### config.mk
export PLATFORM = sky130hd
export DESIGN_NAME = string_content_token_scanner_core
export DESIGN_NICKNAME = d
export VERILOG_FILES = /design/src/hdl/scts_pkg.sv /design/src/hdl/scts_kind_decode.sv /design/src/hdl/scts_step.sv /design/src/hdl/scts_out_queue.sv /design/src/hdl/string_content_token_scanner_core.sv
export SDC_FILE = /design/constraint.sdc
export NUM_CORES = 1
export LEC_CHECK = 0
export BUFFER_PORTS_ARGS = -buffer_cell sky130_fd_sc_hd__buf_2
export CELL_PAD_IN_SITES_DETAIL_PLACEMENT = 1
export CELL_PAD_IN_SITES_GLOBAL_PLACEMENT = 2
export CORE_MARGIN = 1.5
export CORE_UTILIZATION = 38
export CTS_BUF_LIST = sky130_fd_sc_hd__clkbuf_4 sky130_fd_sc_hd__clkbuf_8
export CTS_CLUSTER_DIAMETER = 150
export DETAILED_ROUTE_END_ITERATION = 8
export PLACE_DENSITY = 0.9
export SLEW_MARGIN = 20
export SYNTH_ARGS = -nofsm -noshare
export SYNTH_HDL_FRONTEND = slang
export SYNTH_SLANG_ARGS = --single-unit
export TNS_END_PERCENT = 30
### constraint.sdc
create_clock -name i_clk -period 10.7 [get_ports i_clk]
set_input_delay 2.675 -clock i_clk [delete_from_list [all_inputs] [get_ports i_clk]]
set_output_delay 2.675 -clock i_clk [all_outputs]
set_load 0.02 [all_outputs]
### src/hdl/scts_pkg.sv
// Shared types, codes and character constants for the string content token scanner.
package scts_pkg;

    // Default sizing for the top-level parameters.
    localparam int unsigned COUNT_BITS_DEF = 16;
    localparam int unsigned MAX_POUNDS_DEF = 6;

    // Fixed field widths of the request and result channels.
    localparam int unsigned VK_W   = 17;
    localparam int unsigned CP_W   = 21;
    localparam int unsigned KIND_W = 5;
    localparam int unsigned LEN_W  = 16;

    // Code points that steer the scan.
    localparam logic [CP_W-1:0] CH_EOF    = 21'h000000;
    localparam logic [CP_W-1:0] CH_TAB    = 21'h000009;
    localparam logic [CP_W-1:0] CH_NL     = 21'h00000A;
    localparam logic [CP_W-1:0] CH_FF     = 21'h00000C;
    localparam logic [CP_W-1:0] CH_CR     = 21'h00000D;
    localparam logic [CP_W-1:0] CH_SPACE  = 21'h000020;
    localparam logic [CP_W-1:0] CH_QUOTE  = 21'h000022;
    localparam logic [CP_W-1:0] CH_POUND  = 21'h000023;
    localparam logic [CP_W-1:0] CH_LPAREN = 21'h000028;
    localparam logic [CP_W-1:0] CH_MINUS  = 21'h00002D;
    localparam logic [CP_W-1:0] CH_GT     = 21'h00003E;
    localparam logic [CP_W-1:0] CH_LBRACK = 21'h00005B;
    localparam logic [CP_W-1:0] CH_BSLASH = 21'h00005C;

    // What the running scan looks for.
    typedef enum logic [2:0] {
        MODE_NONE,
        MODE_SL,
        MODE_ML,
        MODE_SLX,
        MODE_MLX,
        MODE_SYM
    } t_mode;

    // Where inside the token the scan stands.
    typedef enum logic [1:0] {
        PH_CONTENT,
        PH_QUOTES,
        PH_POUNDS,
        PH_MINUS
    } t_phase;

    // Control part of the scan state; the counters travel separately.
    typedef struct packed {
        logic        busy;
        t_mode       mode;
        logic [2:0]  target;
        t_phase      phase;
        logic        content_seen;
        logic        mark_set;
        logic [2:0]  pound_progress;
        logic [1:0]  quote_run;
        logic [2:0]  sym_en;
    } t_ctrl;

    // Scan selection made from the valid-kinds set of a begin request.
    typedef struct packed {
        t_mode       mode;
        logic [2:0]  target;
        logic [2:0]  sym_en;
    } t_decode;

    // One result as it leaves the block.
    typedef struct packed {
        logic              accepted;
        logic [KIND_W-1:0] kind;
        logic [LEN_W-1:0]  length;
        logic [LEN_W-1:0]  blanks;
    } t_result;

endpackage

### src/hdl/scts_kind_decode.sv
// Priority selection of the scan mode from the valid-kinds set.
module scts_kind_decode #(
    parameter int unsigned MAX_POUNDS = scts_pkg::MAX_POUNDS_DEF
) (
    input  logic [scts_pkg::VK_W-1:0] i_valid_kinds,
    output scts_pkg::t_decode         o_dec
);
    import scts_pkg::*;

    localparam int unsigned ML_BASE   = MAX_POUNDS + 1;
    localparam int unsigned SYM_BASE  = 2 * MAX_POUNDS + 2;
    localparam int unsigned NUM_KINDS = SYM_BASE + 3;
    localparam int unsigned KX_W      = (NUM_KINDS > VK_W) ? NUM_KINDS : VK_W;

    logic [KX_W-1:0] w_kinds;
    logic            w_all_set;

    // Kind bits above the field read as zero.
    assign w_kinds   = KX_W'(i_valid_kinds);
    assign w_all_set = &w_kinds[NUM_KINDS-1:0];

    // None if all are set, else plain single-line, plain multiline, pound counts, symbols.
    always_comb begin
        o_dec = '0;
        o_dec.mode = MODE_NONE;
        if (w_all_set) begin
            o_dec.mode = MODE_NONE;
        end else if (w_kinds[0]) begin
            o_dec.mode = MODE_SL;
        end else if (w_kinds[ML_BASE]) begin
            o_dec.mode = MODE_ML;
        end else begin
            for (int n = 1; n <= int'(MAX_POUNDS); n++) begin
                if (o_dec.mode == MODE_NONE) begin
                    if (w_kinds[n]) begin
                        o_dec.mode   = MODE_SLX;
                        o_dec.target = 3'(n);
                    end else if (w_kinds[ML_BASE + n]) begin
                        o_dec.mode   = MODE_MLX;
                        o_dec.target = 3'(n);
                    end
                end
            end
            if (o_dec.mode == MODE_NONE && w_kinds[SYM_BASE +: 3] != 3'd0) begin
                o_dec.mode   = MODE_SYM;
                o_dec.sym_en = w_kinds[SYM_BASE +: 3];
            end
        end
    end

endmodule

### src/hdl/scts_step.sv
// Next scan state and result for one code point.
module scts_step #(
    parameter int unsigned COUNT_BITS = scts_pkg::COUNT_BITS_DEF,
    parameter int unsigned MAX_POUNDS = scts_pkg::MAX_POUNDS_DEF
) (
    input  logic                      i_begin,
    input  logic [scts_pkg::CP_W-1:0] i_code_point,
    input  scts_pkg::t_decode         i_dec,
    input  scts_pkg::t_ctrl           i_ctrl,
    input  logic [COUNT_BITS-1:0]     i_adv,
    input  logic [COUNT_BITS-1:0]     i_mark,
    input  logic [COUNT_BITS-1:0]     i_blank,
    output scts_pkg::t_ctrl           o_ctrl,
    output logic [COUNT_BITS-1:0]     o_adv,
    output logic [COUNT_BITS-1:0]     o_mark,
    output logic [COUNT_BITS-1:0]     o_blank,
    output logic                      o_fin,
    output scts_pkg::t_result         o_res
);
    import scts_pkg::*;

    localparam int unsigned ML_BASE  = MAX_POUNDS + 1;
    localparam int unsigned SYM_BASE = 2 * MAX_POUNDS + 2;

    function automatic logic [COUNT_BITS-1:0] sat_inc(input logic [COUNT_BITS-1:0] v);
        sat_inc = (&v) ? v : v + COUNT_BITS'(1);
    endfunction

    function automatic logic [LEN_W-1:0] clip16(input logic [COUNT_BITS-1:0] v);
        logic [31:0] ext;
        ext = 32'(v);
        clip16 = (ext > 32'h0000FFFF) ? 16'hFFFF : ext[LEN_W-1:0];
    endfunction

    t_ctrl                 s;
    logic [COUNT_BITS-1:0] adv;
    logic [COUNT_BITS-1:0] mk;
    logic [COUNT_BITS-1:0] bl;
    logic [COUNT_BITS-1:0] tok;
    logic                  fin;
    logic                  acc;
    logic [KIND_W-1:0]     kind;
    logic [KIND_W-1:0]     str_kind;
    logic [CP_W-1:0]       c;

    always_comb begin
        c    = i_code_point;
        s    = i_ctrl;
        adv  = i_adv;
        mk   = i_mark;
        bl   = i_blank;
        fin  = 1'b0;
        acc  = 1'b0;
        kind = '0;

        // A begin request starts from a clean state with the decoded mode.
        if (i_begin) begin
            s        = '0;
            s.phase  = PH_CONTENT;
            s.mode   = i_dec.mode;
            s.target = i_dec.target;
            s.sym_en = i_dec.sym_en;
            s.busy   = (i_dec.mode != MODE_NONE);
            adv      = '0;
            mk       = '0;
            bl       = '0;
        end

        // Kind reported by a string token in the current mode.
        case (s.mode)
            MODE_ML:  str_kind = KIND_W'(ML_BASE);
            MODE_SLX: str_kind = KIND_W'(s.target);
            MODE_MLX: str_kind = KIND_W'(ML_BASE) + KIND_W'(s.target);
            default:  str_kind = '0;
        endcase

        if (i_begin && i_dec.mode == MODE_NONE) begin
            // Nothing to scan for: reject on the spot.
            fin = 1'b1;
        end else if (s.busy) begin
            if (s.mode == MODE_SL) begin
                // Plain single-line content runs until a terminator.
                if (c inside {CH_QUOTE, CH_BSLASH, CH_NL, CH_CR, CH_EOF}) begin
                    fin  = 1'b1;
                    acc  = s.content_seen;
                    kind = '0;
                end else begin
                    s.content_seen = 1'b1;
                    adv = sat_inc(adv);
                end
            end else if (s.mode == MODE_SYM) begin
                // Adjacent symbol after optional blanks; minus must not open an arrow.
                if (s.phase == PH_MINUS) begin
                    fin = 1'b1;
                    if (c != CH_GT) begin
                        acc  = 1'b1;
                        kind = KIND_W'(SYM_BASE + 2);
                    end
                end else if (c inside {CH_SPACE, CH_TAB, CH_CR, CH_FF}) begin
                    bl = sat_inc(bl);
                end else if (c == CH_LBRACK && s.sym_en[0]) begin
                    adv  = sat_inc(adv);
                    fin  = 1'b1;
                    acc  = 1'b1;
                    kind = KIND_W'(SYM_BASE);
                end else if (c == CH_LPAREN && s.sym_en[1]) begin
                    adv  = sat_inc(adv);
                    fin  = 1'b1;
                    acc  = 1'b1;
                    kind = KIND_W'(SYM_BASE + 1);
                end else if (c == CH_MINUS && s.sym_en[2]) begin
                    adv        = sat_inc(adv);
                    mk         = adv;
                    s.mark_set = 1'b1;
                    s.phase    = PH_MINUS;
                end else begin
                    fin = 1'b1;
                end
            end else begin
                // A quote run that ends falls back to content or moves on to pounds.
                if (s.phase == PH_QUOTES && c != CH_QUOTE) begin
                    if (s.mode == MODE_ML || s.quote_run != 2'd3) begin
                        s.content_seen = 1'b1;
                        s.phase        = PH_CONTENT;
                    end else begin
                        s.phase          = PH_POUNDS;
                        s.pound_progress = '0;
                    end
                end
                // A broken pound run is ordinary content.
                if (s.phase == PH_POUNDS && c != CH_POUND) begin
                    s.content_seen = 1'b1;
                    s.phase        = PH_CONTENT;
                end

                case (s.phase)
                    PH_POUNDS: begin
                        adv = sat_inc(adv);
                        s.pound_progress = s.pound_progress + 3'd1;
                        if (s.pound_progress >= s.target) begin
                            fin  = 1'b1;
                            acc  = s.content_seen;
                            kind = str_kind;
                        end
                    end
                    PH_QUOTES: begin
                        if (s.mode == MODE_ML) begin
                            if (s.quote_run >= 2'd2) begin
                                fin  = 1'b1;
                                acc  = s.content_seen;
                                kind = str_kind;
                            end else begin
                                adv = sat_inc(adv);
                                s.quote_run = s.quote_run + 2'd1;
                            end
                        end else begin
                            adv = sat_inc(adv);
                            if (s.quote_run != 2'd3) begin
                                s.quote_run = s.quote_run + 2'd1;
                            end
                        end
                    end
                    default: begin
                        if (s.mode == MODE_SLX) begin
                            if (c == CH_QUOTE || c == CH_BSLASH) begin
                                mk               = adv;
                                s.mark_set       = 1'b1;
                                adv              = sat_inc(adv);
                                s.phase          = PH_POUNDS;
                                s.pound_progress = '0;
                            end else if (c inside {CH_NL, CH_CR, CH_EOF}) begin
                                mk         = adv;
                                s.mark_set = 1'b1;
                                fin        = 1'b1;
                                acc        = s.content_seen;
                                kind       = str_kind;
                            end else begin
                                s.content_seen = 1'b1;
                                adv = sat_inc(adv);
                            end
                        end else if (c == CH_QUOTE) begin
                            mk          = adv;
                            s.mark_set  = 1'b1;
                            adv         = sat_inc(adv);
                            s.quote_run = 2'd1;
                            s.phase     = PH_QUOTES;
                        end else if (c == CH_BSLASH) begin
                            mk         = adv;
                            s.mark_set = 1'b1;
                            if (s.mode == MODE_ML) begin
                                fin  = 1'b1;
                                acc  = s.content_seen;
                                kind = str_kind;
                            end else begin
                                adv              = sat_inc(adv);
                                s.phase          = PH_POUNDS;
                                s.pound_progress = '0;
                            end
                        end else if (c == CH_EOF) begin
                            mk         = adv;
                            s.mark_set = 1'b1;
                            fin        = 1'b1;
                            acc        = s.content_seen;
                            kind       = str_kind;
                        end else begin
                            s.content_seen = 1'b1;
                            adv = sat_inc(adv);
                        end
                    end
                endcase
            end
        end

        // A decision ends the scan; rejected results carry zero fields.
        if (fin) begin
            s.busy = 1'b0;
        end
        tok = s.mark_set ? mk : adv;
        o_res.accepted = acc;
        o_res.kind     = acc ? kind : '0;
        o_res.length   = acc ? clip16(tok) : '0;
        o_res.blanks   = acc ? clip16(bl) : '0;

        o_ctrl  = s;
        o_adv   = adv;
        o_mark  = mk;
        o_blank = bl;
        o_fin   = fin;
    end

endmodule

### src/hdl/scts_out_queue.sv
// Two-entry result buffer: an output register with a skid entry behind it.
module scts_out_queue (
    input  logic              i_clk,
    input  logic              i_rst_n,
    input  logic              i_push,
    input  scts_pkg::t_result i_data,
    output logic              o_space,
    output logic              o_valid,
    input  logic              i_stall,
    output scts_pkg::t_result o_data
);
    import scts_pkg::*;

    logic    r_head_valid;
    logic    n_head_valid;
    logic    r_skid_valid;
    logic    n_skid_valid;
    t_result r_head;
    t_result n_head;
    t_result r_skid;
    t_result n_skid;
    logic    w_pop;

    assign w_pop   = r_head_valid && !i_stall;
    assign o_space = !r_skid_valid;
    assign o_valid = r_head_valid;
    assign o_data  = r_head;

    // The skid entry moves up first so that order is kept.
    always_comb begin
        n_head_valid = r_head_valid;
        n_skid_valid = r_skid_valid;
        n_head       = r_head;
        n_skid       = r_skid;
        if (w_pop || !r_head_valid) begin
            if (r_skid_valid) begin
                n_head       = r_skid;
                n_head_valid = 1'b1;
                n_skid       = i_data;
                n_skid_valid = i_push;
            end else begin
                n_head       = i_data;
                n_head_valid = i_push;
            end
        end else if (i_push) begin
            n_skid       = i_data;
            n_skid_valid = 1'b1;
        end
    end

    always_ff @(posedge i_clk) begin
        if (!i_rst_n) begin
            r_head_valid <= 1'b0;
            r_skid_valid <= 1'b0;
        end else begin
            r_head_valid <= n_head_valid;
            r_skid_valid <= n_skid_valid;
        end
    end

    always_ff @(posedge i_clk) begin
        r_head <= n_head;
        r_skid <= n_skid;
    end

endmodule

### src/hdl/string_content_token_scanner_core.sv
// Top level of the string content and adjacent symbol token scanner.
//
//  Channel   Direction  Handshake          Payload
//  request   in         i_valid / o_stall  i_begin_scan, i_valid_kinds, i_code_point
//  result    out        o_valid / i_stall  o_accepted, o_token_kind, o_token_length,
//                                          o_skipped_blanks
//
// One code point is taken every cycle while o_stall is low; a request is registered and
// then stepped through the scan logic when the buffer has room, and any result is buffered.
// The scan state is updated once per request, so the step logic sets the rate.
// Reset clears the scan state, the request register and the result buffer.
// The result side has an output register and a skid entry; o_stall rises only while
// both hold results and a request waits in the input register.
module string_content_token_scanner_core #(
    parameter int unsigned COUNT_BITS = scts_pkg::COUNT_BITS_DEF,
    parameter int unsigned MAX_POUNDS = scts_pkg::MAX_POUNDS_DEF
) (
    input  logic                        i_clk,
    input  logic                        i_rst_n,
    input  logic                        i_valid,
    output logic                        o_stall,
    input  logic                        i_begin_scan,
    input  logic [scts_pkg::VK_W-1:0]   i_valid_kinds,
    input  logic [scts_pkg::CP_W-1:0]   i_code_point,
    output logic                        o_valid,
    input  logic                        i_stall,
    output logic                        o_accepted,
    output logic [scts_pkg::KIND_W-1:0] o_token_kind,
    output logic [scts_pkg::LEN_W-1:0]  o_token_length,
    output logic [scts_pkg::LEN_W-1:0]  o_skipped_blanks
);
    import scts_pkg::*;

    localparam int unsigned SYM_BASE = 2 * MAX_POUNDS + 2;

    // Request register.
    logic              r_in_valid;
    logic              n_in_valid;
    logic              r_begin;
    logic [VK_W-1:0]   r_vk;
    logic [CP_W-1:0]   r_cp;

    // Scan state.
    t_ctrl                 r_ctrl;
    t_ctrl                 n_ctrl;
    logic [COUNT_BITS-1:0] r_adv;
    logic [COUNT_BITS-1:0] n_adv;
    logic [COUNT_BITS-1:0] r_mark;
    logic [COUNT_BITS-1:0] n_mark;
    logic [COUNT_BITS-1:0] r_blank;
    logic [COUNT_BITS-1:0] n_blank;

    logic    w_accept;
    logic    w_proceed;
    logic    w_space;
    logic    w_fin;
    t_decode w_dec;
    t_result w_res;
    t_result w_out;

    assign w_proceed = r_in_valid && w_space;
    assign o_stall   = r_in_valid && !w_space;
    assign w_accept  = i_valid && !o_stall;

    // The request register refills in the same cycle it drains.
    always_comb begin
        if (w_accept) begin
            n_in_valid = 1'b1;
        end else if (w_proceed) begin
            n_in_valid = 1'b0;
        end else begin
            n_in_valid = r_in_valid;
        end
    end

    always_ff @(posedge i_clk) begin
        if (!i_rst_n) begin
            r_in_valid <= 1'b0;
        end else begin
            r_in_valid <= n_in_valid;
        end
    end

    always_ff @(posedge i_clk) begin
        if (w_accept) begin
            r_begin <= i_begin_scan;
            r_vk    <= i_valid_kinds;
            r_cp    <= i_code_point;
        end
    end

    scts_kind_decode #(
        .MAX_POUNDS(MAX_POUNDS)
    ) u_decode (
        .i_valid_kinds(r_vk),
        .o_dec        (w_dec)
    );

    scts_step #(
        .COUNT_BITS(COUNT_BITS),
        .MAX_POUNDS(MAX_POUNDS)
    ) u_step (
        .i_begin     (r_begin),
        .i_code_point(r_cp),
        .i_dec       (w_dec),
        .i_ctrl      (r_ctrl),
        .i_adv       (r_adv),
        .i_mark      (r_mark),
        .i_blank     (r_blank),
        .o_ctrl      (n_ctrl),
        .o_adv       (n_adv),
        .o_mark      (n_mark),
        .o_blank     (n_blank),
        .o_fin       (w_fin),
        .o_res       (w_res)
    );

    // Scan state advances once for each request that leaves the request register.
    // An all-zero control word is idle with no mode in the content phase.
    always_ff @(posedge i_clk) begin
        if (!i_rst_n) begin
            r_ctrl  <= '0;
            r_adv   <= '0;
            r_mark  <= '0;
            r_blank <= '0;
        end else if (w_proceed) begin
            r_ctrl  <= n_ctrl;
            r_adv   <= n_adv;
            r_mark  <= n_mark;
            r_blank <= n_blank;
        end
    end

    scts_out_queue u_out (
        .i_clk  (i_clk),
        .i_rst_n(i_rst_n),
        .i_push (w_proceed && w_fin),
        .i_data (w_res),
        .o_space(w_space),
        .o_valid(o_valid),
        .i_stall(i_stall),
        .o_data (w_out)
    );

    assign o_accepted       = w_out.accepted;
    assign o_token_kind     = w_out.kind;
    assign o_token_length   = w_out.length;
    assign o_skipped_blanks = w_out.blanks;

    // A rejected result carries no kind, length or blanks.
    a_reject_zero: assert property (@(posedge i_clk) disable iff (!i_rst_n)
        (o_valid && !o_accepted) |->
            (o_token_kind == '0 && o_token_length == '0 && o_skipped_blanks == '0))
        else $error("rejected result carries nonzero fields");

    // A string token never reports skipped blanks.
    a_string_no_blanks: assert property (@(posedge i_clk) disable iff (!i_rst_n)
        (o_valid && o_accepted && o_token_kind < KIND_W'(SYM_BASE)) |->
            (o_skipped_blanks == '0))
        else $error("string token reports skipped blanks");

    // A begin request that does not decide at once leaves a scan running.
    a_begin_busy: assert property (@(posedge i_clk) disable iff (!i_rst_n)
        (w_proceed && r_begin && !w_fin) |=> (r_ctrl.busy && r_ctrl.mode != MODE_NONE))
        else $error("undecided begin request left no scan running");

    // The closing pound count never runs past its target.
    a_pound_bound: assert property (@(posedge i_clk) disable iff (!i_rst_n)
        r_ctrl.pound_progress <= r_ctrl.target)
        else $error("pound progress beyond target");

endmodule
==> impl_metrics.json, run 1 <==
{
  "status": "completed",
  "antenna_cells": 0,
  "final_util_pct": 42.5,
  "first_iter_violations": 1517,
  "setup_viol": 0,
  "synthCells": 1460,
  "fin_crit_ps": 6290,
  "yosys_warnings": 0,
  "required_ps": 10970,
  "via_count": 12500,
  "cp.arrival_ps": 6560,
  "max_cap_violations": 0,
  "coreArea_sq_um": 31400,
  "dieArea_sq_um": 32800,
  "synth-edff-count": 115,
  "clockBufferDepth": 2,
  "ys_seq_area_share_pct": 40.3,
  "grt_pass1_wl_mm": 74.6,
  "grt_pass1_vias": 12000,
  "final.setup.tns_ps": 0,
  "dp_cells": 1884,
  "maxSlewHeadroom_pct": 19.4,
  "cp-start-kind": "flip-flop",
  "clock-root-buffer": "clkbuf_8",
  "design_area_sq_um": 13300,
  "gp_congestion": 0.961,
  "critPathMaxFanout": 44,
  "drc": 0,
  "start_util_pct": 38.4,
  "yosysTopAreaCell": "edfxtp_1",
  "antenna_found_initial": 1,
  "rows": 65,
  "synth.ff_latch_count": 185,
  "wire_per_inst_microns": 25.6,
  "firstDrtPassIters": 7,
  "rsz0062_at_grt": "false",
  "hold_viol": 0,
  "syn2layout_area_growth_pct": 10.8,
  "ys_types": 80,
  "avgSynthCellArea_sq_um": 8.25,
  "drv_slew": 0,
  "drive_above_1_share_pct": 13.1,
  "cts.hold.buffers_added": 0,
  "end_kind": "flip-flop",
  "final_cell_count_no_fill": 1918,
  "synthesis.nets": 1510,
  "htree_num_levels": 4,
  "peakVddDrop_mv": 0.0798,
  "cts_setup_buffers": 0,
  "p_per_area_nw_per_um2": 111,
  "routed_via_density": 6.51,
  "clk_pin_slew_worst_paths_ps": 100,
  "yosysTopAreaCellShare_pct": 28.7,
  "finalCritPeriodShare_pct": 58.8,
  "finalNetCount": 1553,
  "totalPowerFinal_w": 0.00148,
  "timing.fmax_mhz": 159,
  "synthTopCellsByArea": "edfxtp_1, dfxtp_1, nand2_1, nor2_1, a21oi_1",
  "die_h_microns": 181,
  "dp_hpwl_mm": 35.2,
  "cts.repair.resized": 0,
  "cts_tree": "built",
  "synth_ff_type": "edfxtp_1",
  "fp.dieW_microns": 181,
  "grtUsageTotal_pct": 30.1,
  "cts_buffers": 17,
  "io_buffers": 82,
  "grt_max_degree": 64,
  "leakage_nw": 4.56,
  "cts.sinks": 185,
  "critical_path_class": "flip-flop to flip-flop",
  "grt_overflow": 0,
  "ant_nets": 0,
  "worst_pin_slew_ps": 1200,
  "async_flop_share_pct": 0,
  "ios": 83,
  "place_area_sq_um": 12900,
  "clk_latency_ps": 520,
  "hp-class": "flip-flop to flip-flop",
  "syn_area_sq_um": 12000,
  "finClkSkew_ps": 12.7,
  "wl_mm": 49.1
}
[layout make-up]
class | count | area, sq um
Sequential cell | 185 | 4860
Timing Repair Buffer | 124 | 758
Multi-Input combinational cell | 1158 | 6800
Clock buffer | 17 | 234
Clock inverter | 15 | 134
Inverter | 17 | 63.8
Tap cell | 402 | 503
Fill cell | 3727 | 18000
[worst paths after layout]
check	startpoint	to	slack (ps)	cells after the start
min reg2reg	r_ctrl[6]	r_ctrl[6]	470	2
min	r_ctrl[6]	r_ctrl[6]	470	2
max	r_begin	u_out.o_data[19]	4410	21
max reg2reg	r_begin	u_out.o_data[19]	4410	21
[cell families (layout without fill, tap and decap cells)]
logic type	count (synthesis)	in the layout	synth area share (%)
AO/OA/AOI/OAI	448	448	24.3
XOR/XNOR	39	39	2.84
adder cells (fa/ha/maj)	8	8	0.810
buffers and inverters	117	173	3.79
flip-flops	185	185	40.3
multiplexers	27	27	2.40
AND/OR/NAND/NOR	636	636	25.5
[Yosys cell counts (11+ instances only)]
cell	number
a211oi_1	42
a21oi_1	99
a22oi_1	18
a31oi_1	24
and2_1	16
and3_1	13
clkbuf_1	81
dfxtp_1	70
edfxtp_1	115
inv_1	16
mux2_2	15
mux2i_1	12
nand2_1	181
nand2b_1	11
nand3_1	50
nand4_1	21
nor2_1	175
nor2b_1	32
nor3_1	53
nor4_1	24
o211ai_1	17
o21a_1	13
o21ai_0	98
o22ai_1	21
o31ai_1	31
or3_1	12
or4_1	15
xnor2_1	27
xor2_1	12
[power breakdown]
group | switching (W) | leakage, nW | internal, W | total [W]
Sequential | 0.0000226 | 1.75 | 0.000771 | 0.000793
Clock | 0.000293 | 0.188 | 0.000169 | 0.000462
Combinational | 0.000163 | 2.62 | 0.0000658 | 0.000229
Total | 0.000479 | 4.56 | 0.00101 | 0.00148
[critical path: stages (launching register included)]
cell and delay, ps:
edfxtp_1 350, buf_4 460, inv_1 530, nor2_1 310
o311ai_1 250, a211oi_1 270, buf_4 230, o21ai_0 150
a41oi_1 360, and2_1 240, ha_1 270, ha_1 280
a21o_1 160, a21oi_1 140, and3b_1 240, nor3_1 390
o21a_1 200, buf_4 360, inv_2 200, nand2_1 180
o22ai_1 130, mux2_2 320
[sequential cells by signal (all words and copies together) (netlist names)]
name                flops
u_out.o_data           38
u_out.r_skid           38
r_cp                   21
r_ctrl                 19
r_vk                   17
r_adv                  16
r_blank                16
r_mark                 16
r_begin                 1
r_in_valid              1
u_out.o_valid           1
u_out.r_skid_valid      1
[stage by stage]
step                      hold WS [ps]  setup WS, ps
after floorplan                    427          3280
after global placement             448          4860
after detailed placement           460          4550
after CTS                          475          4450
after global routing               500          4030
final                              473          4410
[per-layer routing]
layer  global-route usage (%)  wire length, microns  share of wire, %  up-vias
li1                         -                     -                 -     5569
met1                     41.7                 20800                42     6074
met2                     43.5                 20500                42      693
met3                     7.38                  5390                11      159
met4                     15.1                  2360               4.8        0
met5                        0                     0                 0        -
[layout by cell type (no fill, tap or decap), types with 8 or more instances in the layout]
master / n
a211oi_1: 42
a21o_1: 8
a21oi_1: 99
a221oi_1: 8
a22oi_1: 18
a31oi_1: 24
and2_1: 16
and3_1: 13
buf_2: 82
buf_4: 40
clkbuf_8: 17
dfxtp_1: 69
edfxtp_1: 115
inv_1: 15
mux2_2: 15
mux2i_1: 12
nand2_1: 181
nand2b_1: 10
nand3_1: 50
nand4_1: 21
nor2_1: 175
nor2b_1: 30
nor3_1: 52
nor4_1: 23
o211ai_1: 17
o21a_1: 13
o21ai_0: 97
o221ai_1: 9
o22ai_1: 21
o31ai_1: 31
or3_1: 12
or4_1: 15
xnor2_1: 27
xor2_1: 12
Note: power is estimated with default switching activity, not from simulation.
==> inputs of run 2 (changes only) <==
==> constraint.sdc (replaced) <==
create_clock -name i_clk -period 6.5 [get_ports i_clk]
set_input_delay 1.625 -clock i_clk [delete_from_list [all_inputs] [get_ports i_clk]]
set_output_delay 1.625 -clock i_clk [all_outputs]
set_load 0.02 [all_outputs]
==> run 2 against run 1 <==
  * Highest routed layer unchanged
  * Utilization is 0.31 points higher
  * Die area stayed put
  * Routed wire length about the same
  * Non-clock buffer count increased by 8
  * Fmax increased by 8.7%
  * Critical path type unchanged
  * First-iteration DRC count fell by 1.8%
  * Combinational power increased by 66%
  * Sequential share of layout area shrank 0.27 points
  * Clock power up 83%
  * Clock skew increased by 13 ps
  * Power increased by 70%
==> impl_metrics.json, run 2 (synthesis results as in run 1) <==
{
  "finClkSkew_ps": 26.1,
  "rsz0062_at_grt": "false",
  "slowest_delay_ps": 660,
  "dp_hpwl_mm": 35.2,
  "firstDrtPassIters": 5,
  "crit_buf_inv": 1,
  "wl_mm": 49.1,
  "drc": 0,
  "hp-class": "flip-flop to flip-flop",
  "cts.repair.resized": 0,
  "clockBufferDepth": 2,
  "rrSetupSlack_ps": 710,
  "cp-start-kind": "flip-flop",
  "routed_via_density": 6.55,
  "dp_cells": 1893,
  "grt_pass1_wl_mm": 74.6,
  "critPathMaxFanout": 24,
  "grt_max_degree": 52,
  "cts.hold.buffers_added": 0,
  "post-place-ws_ps": 929,
  "leakage_nw": 4.56,
  "cp.arrival_ps": 6030,
  "clk_latency_ps": 540,
  "coreArea_sq_um": 31400,
  "clock-root-buffer": "clkbuf_8",
  "grtUsageTotal_pct": 30.1,
  "worstPathCellList": "nor4_1 > nand2_1 > o311ai_1 > a211oi_1 > o21ai_0 > a41oi_1 > and2_1 > ha_1 > ha_1 > a21o_1 > a21oi_1 > and3b_1 > nor3_1 > a2bb2oi_1 > o21ai_0 > nand4_1 > o21ai_4 > buf_16",
  "finalCritPeriodShare_pct": 89.0,
  "final_cell_mix": "nand2_1, nor2_1, edfxtp_1, a21oi_1, o21ai_0",
  "worst_slack_ps": 712,
  "maxSlewHeadroom_pct": 22.5,
  "fp.dieW_microns": 181,
  "drive_above_1_share_pct": 13.6,
  "fin_crit_ps": 5790,
  "timing.fmax_mhz": 173,
  "htree_num_levels": 4,
  "end_kind": "flip-flop",
  "die_h_microns": 181,
  "drv_slew": 0,
  "worst_pin_slew_ps": 1160,
  "grt_overflow": 0,
  "setup_viol": 0,
  "slowest_stage": "o311ai_1",
  "peakVddDrop_mv": 0.135,
  "ios": 83,
  "syn2layout_area_growth_pct": 11.6,
  "wire_per_inst_microns": 25.5,
  "critical_path_class": "flip-flop to flip-flop",
  "final.setup.tns_ps": 0,
  "p_per_area_nw_per_um2": 188,
  "finalNetCount": 1561,
  "max_cap_violations": 0,
  "cts_tree": "built",
  "cts_buffers": 17,
  "clk_pin_slew_worst_paths_ps": 110,
  "ant_nets": 0,
  "rows": 65,
  "cts_setup_buffers": 0,
  "place_area_sq_um": 13000,
  "antenna_found_initial": 2,
  "final_common_cell": "nand2_1",
  "dieArea_sq_um": 32800,
  "final_util_pct": 42.8,
  "cpLargestDelayFamily": "compound AO/OA/AOI/OAI gates",
  "required_ps": 6740,
  "first_iter_violations": 1489,
  "via_count": 12600,
  "final_cell_count_no_fill": 1927,
  "grt_pass1_vias": 12100,
  "start_util_pct": 38.4,
  "io_buffers": 82,
  "gp_congestion": 1.02,
  "design_area_sq_um": 13400,
  "cts.sinks": 185,
  "hold_viol": 0,
  "status": "completed"
}
## run 2: cell types whose count changed in the layout (fill, tap and decap cells not counted), moves of 2 or more
cell	previous run	this run
bufinv_16	0	2
clkinv_1	3	0
buf_4	40	48
clkbuf_4	0	2
clkinv_4	4	2
clkinvlp_4	0	2
## run 2: area by class of cell
class / count / area [sq um]
antenna: 1 / 2.50
clock buffer: 20 / 263
clock inverter: 12 / 160
fill: 3794 / 17900
inverter: 17 / 63.8
multi-input combinational: 1158 / 6780
sequential: 185 / 4860
tap: 402 / 503
timing repair buffer: 132 / 818
## run 2: where the power goes
group | internal, W | switching (W) | total [W]
Sequential | 0.00127 | 0.0000371 | 0.00131
Combinational | 0.000111 | 0.000270 | 0.000381
Clock | 0.000374 | 0.000471 | 0.000844
## run 2: layer usage
layer	vias to the layer above	global-route usage [%]	part of all wire [%]
met1	6165	39.8	42
met5	-	0	0
met4	0	13.2	4.3
met2	717	44.3	42
li1	5595	-	-
met3	143	10.2	12
## run 2: through the flow
stage,hold slack [ps],power [W]
after global routing,485,0.00262
after CTS,466,0.00254
final,467,0.00253
after floorplan,427,0.00154
after detailed placement,450,0.00169
after global placement,446,0.00168
## run 2: worst paths after layout
path         startpoint                to  depth (start not counted)
max             r_vk[2]  u_out.r_skid[37]                         18
min           r_ctrl[6]         r_ctrl[6]                          2
max reg2reg     r_vk[2]  u_out.r_skid[37]                         18
min reg2reg   r_ctrl[6]         r_ctrl[6]                          2
## run 2: tightest hold or removal path, delay by kind of cell (launching register included)
| kind | cells | cell delay (ps) |
|---|---|---|
| flops | 1 | 330 |
| compound gates | 1 | 50 |
| simple gates | 1 | 50 |
==> inputs of run 3 (changes only) <==
--- a/config.mk
+++ b/config.mk
@@ -9,11 +9,11 @@
 export CELL_PAD_IN_SITES_DETAIL_PLACEMENT = 1
 export CELL_PAD_IN_SITES_GLOBAL_PLACEMENT = 2
 export CORE_MARGIN = 1.5
-export CORE_UTILIZATION = 38
+export CORE_UTILIZATION = 35
 export CTS_BUF_LIST = sky130_fd_sc_hd__clkbuf_4 sky130_fd_sc_hd__clkbuf_8
 export CTS_CLUSTER_DIAMETER = 150
 export DETAILED_ROUTE_END_ITERATION = 8
-export PLACE_DENSITY = 0.9
+export PLACE_DENSITY = 0.87
 export SLEW_MARGIN = 20
 export SYNTH_ARGS = -nofsm -noshare
 export SYNTH_HDL_FRONTEND = slang
==> constraint.sdc (replaced) <==
create_clock -name i_clk -period 4.95 [get_ports i_clk]
set_input_delay 1.2375 -clock i_clk [delete_from_list [all_inputs] [get_ports i_clk]]
set_output_delay 1.2375 -clock i_clk [all_outputs]
set_load 0.02 [all_outputs]
==> run 3 against run 2 <==
  * Worst hold slack worse by 2.6 ps
  * Sequential power up 30%
  * Final area up 5.1%
  * Largest power group unchanged
  * First-iteration DRC count up 0.20%
  * Count of clock-buffer cells in the layout unchanged
  * Critical path depth up 1
  * Global-route usage down 0.085 points
  * Combinational power up 46%
  * Sequential cell count unchanged
  * Sequential share of layout area down 1.8 points
  * Fmax up 22%
  * Critical endpoint is now u_out.o_data[17]
  * Register-to-register slack worse by 520 ps
==> impl_metrics.json, run 3 (synthesis results as in run 1) <==
{
  "totalPowerFinal_w": 0.00334,
  "drive_above_1_share_pct": 18.2,
  "gp_congestion": 1.00,
  "first_iter_violations": 1492,
  "antenna_cells": 0,
  "cp-start-kind": "flip-flop",
  "holdWs_ps": 465,
  "cts.hold.buffers_added": 0,
  "fill_cells": 4088,
  "routed_via_density": 6.30,
  "io_buffers": 82,
  "rsz0062_at_grt": "false",
  "final_common_cell": "nand2_1",
  "rows": 67,
  "maxSlewHeadroom_pct": 21.9,
  "required_ps": 5230,
  "cts.sinks": 185,
  "syn2layout_area_growth_pct": 17.3,
  "ios": 83,
  "final_cell_mix": "nand2_1, nor2_1, buf_4, edfxtp_1, a21oi_1",
  "die_h_microns": 189,
  "wl_mm": 53.2,
  "clk_pin_slew_worst_paths_ps": 100,
  "status": "completed",
  "fin_crit_ps": 4760,
  "coreArea_sq_um": 33700,
  "grtUsageTotal_pct": 30.0,
  "drc": 0,
  "hold_viol": 0,
  "critPathMaxFanout": 9,
  "wire_per_inst_microns": 26.0,
  "finalNetCount": 1634,
  "ant_nets": 0,
  "critical_path_class": "flip-flop to flip-flop",
  "firstDrtPassIters": 8,
  "worst_pin_slew_ps": 1170,
  "max_cap_violations": 0,
  "end_kind": "flip-flop",
  "grt_max_degree": 66,
  "via_count": 12900,
  "start_util_pct": 35.7,
  "timing.fmax_mhz": 210,
  "leakage_nw": 4.94,
  "drv_slew": 0,
  "setup_viol": 0,
  "clock-root-buffer": "clkbuf_8",
  "cts_tree": "built",
  "final_cell_count_no_fill": 2045,
  "clockBufferDepth": 2,
  "dp_cells": 2010,
  "p_per_area_nw_per_um2": 236,
  "grt_pass1_vias": 12800,
  "grt_pass1_wl_mm": 80.0,
  "clk_latency_ps": 520,
  "cp.arrival_ps": 5030,
  "grt_overflow": 0,
  "cts_buffers": 17,
  "final_util_pct": 41.9,
  "finClkSkew_ps": 23.9,
  "hp-class": "flip-flop to flip-flop",
  "htree_num_levels": 4,
  "peakVddDrop_mv": 0.180,
  "antenna_found_initial": 0,
  "finalCritPeriodShare_pct": 96.1,
  "dieArea_sq_um": 35500,
  "fp.dieW_microns": 189,
  "dp_hpwl_mm": 39.4
}
[run 3: power by group]
group | switching, W | internal (W)
registers | 0.0000389 | 0.00167
clock network | 0.000599 | 0.000481
logic | 0.000380 | 0.000177
total | 0.00102 | 0.00232
[run 3: path summary, 6_finish.rpt]
path,endpoint,cells after the start,start,slack [ps]
max,u_out.o_data[17],19,r_vk[11],190
min,r_ctrl[15],2,r_ctrl[15],460
max reg2reg,u_out.o_data[17],19,r_vk[11],190
min reg2reg,r_ctrl[15],2,r_ctrl[15],460
[run 3: worst max-delay path, stage by stage (launching register included)]
cell,delay (ps)
edfxtp_1,420
or4_1,620
a211o_1,300
o32ai_4,300
a211oi_2,90
o21ai_2,110
a41oi_2,160
and2_4,220
ha_4,240
ha_1,290
a21o_1,160
a21oi_1,150
and3b_1,230
nor3_2,130
buf_4,150
o21a_1,190
inv_2,150
nand2_1,170
o22ai_1,140
mux2_2,290
[run 3: repair_timing]
item,CTS,global route
endpoints found under the setup margin,24,1
pin swaps,1,0
resized for setup,0,2
buffers inserted,2,0
[run 3: per-layer routing]
layer / share of wire, % / track usage (%) / vias to the layer above / wire length [microns]
met5: 0 / 0 / - / 0
met4: 3.5 / 12.3 / 0 / 1850
met3: 8.1 / 5.23 / 131 / 4300
met2: 44 / 46.9 / 625 / 23600
met1: 44 / 40.9 / 6387 / 23400
li1: - / - / 5734 / -
[run 3: through the flow]
stage / TNS [ps] / cell area, sq um / setup WS (ps)
finish: 0 / 14100 / 192
global route: 0 / 14100 / 23.6
CTS: 0 / 14100 / 206
detailed placement: -583 / 13700 / -25.8
global placement: -3920 / 13600 / -108
floorplan: 0 / 12100 / 34.9
[run 3: layout make-up]
| class | instances | area (sq um) | share of cell area [%] |
|---|---|---|---|
| Clock inverter | 12 | 140 | 0.991 |
| Sequential cell | 185 | 4860 | 34.4 |
| Multi-Input combinational cell | 1158 | 6830 | 48.3 |
| Clock buffer | 20 | 263 | 1.86 |
| Inverter | 17 | 63.8 | 0.451 |
| Tap cell | 448 | 561 | 3.97 |
| Timing Repair Buffer | 205 | 1420 | 10.1 |
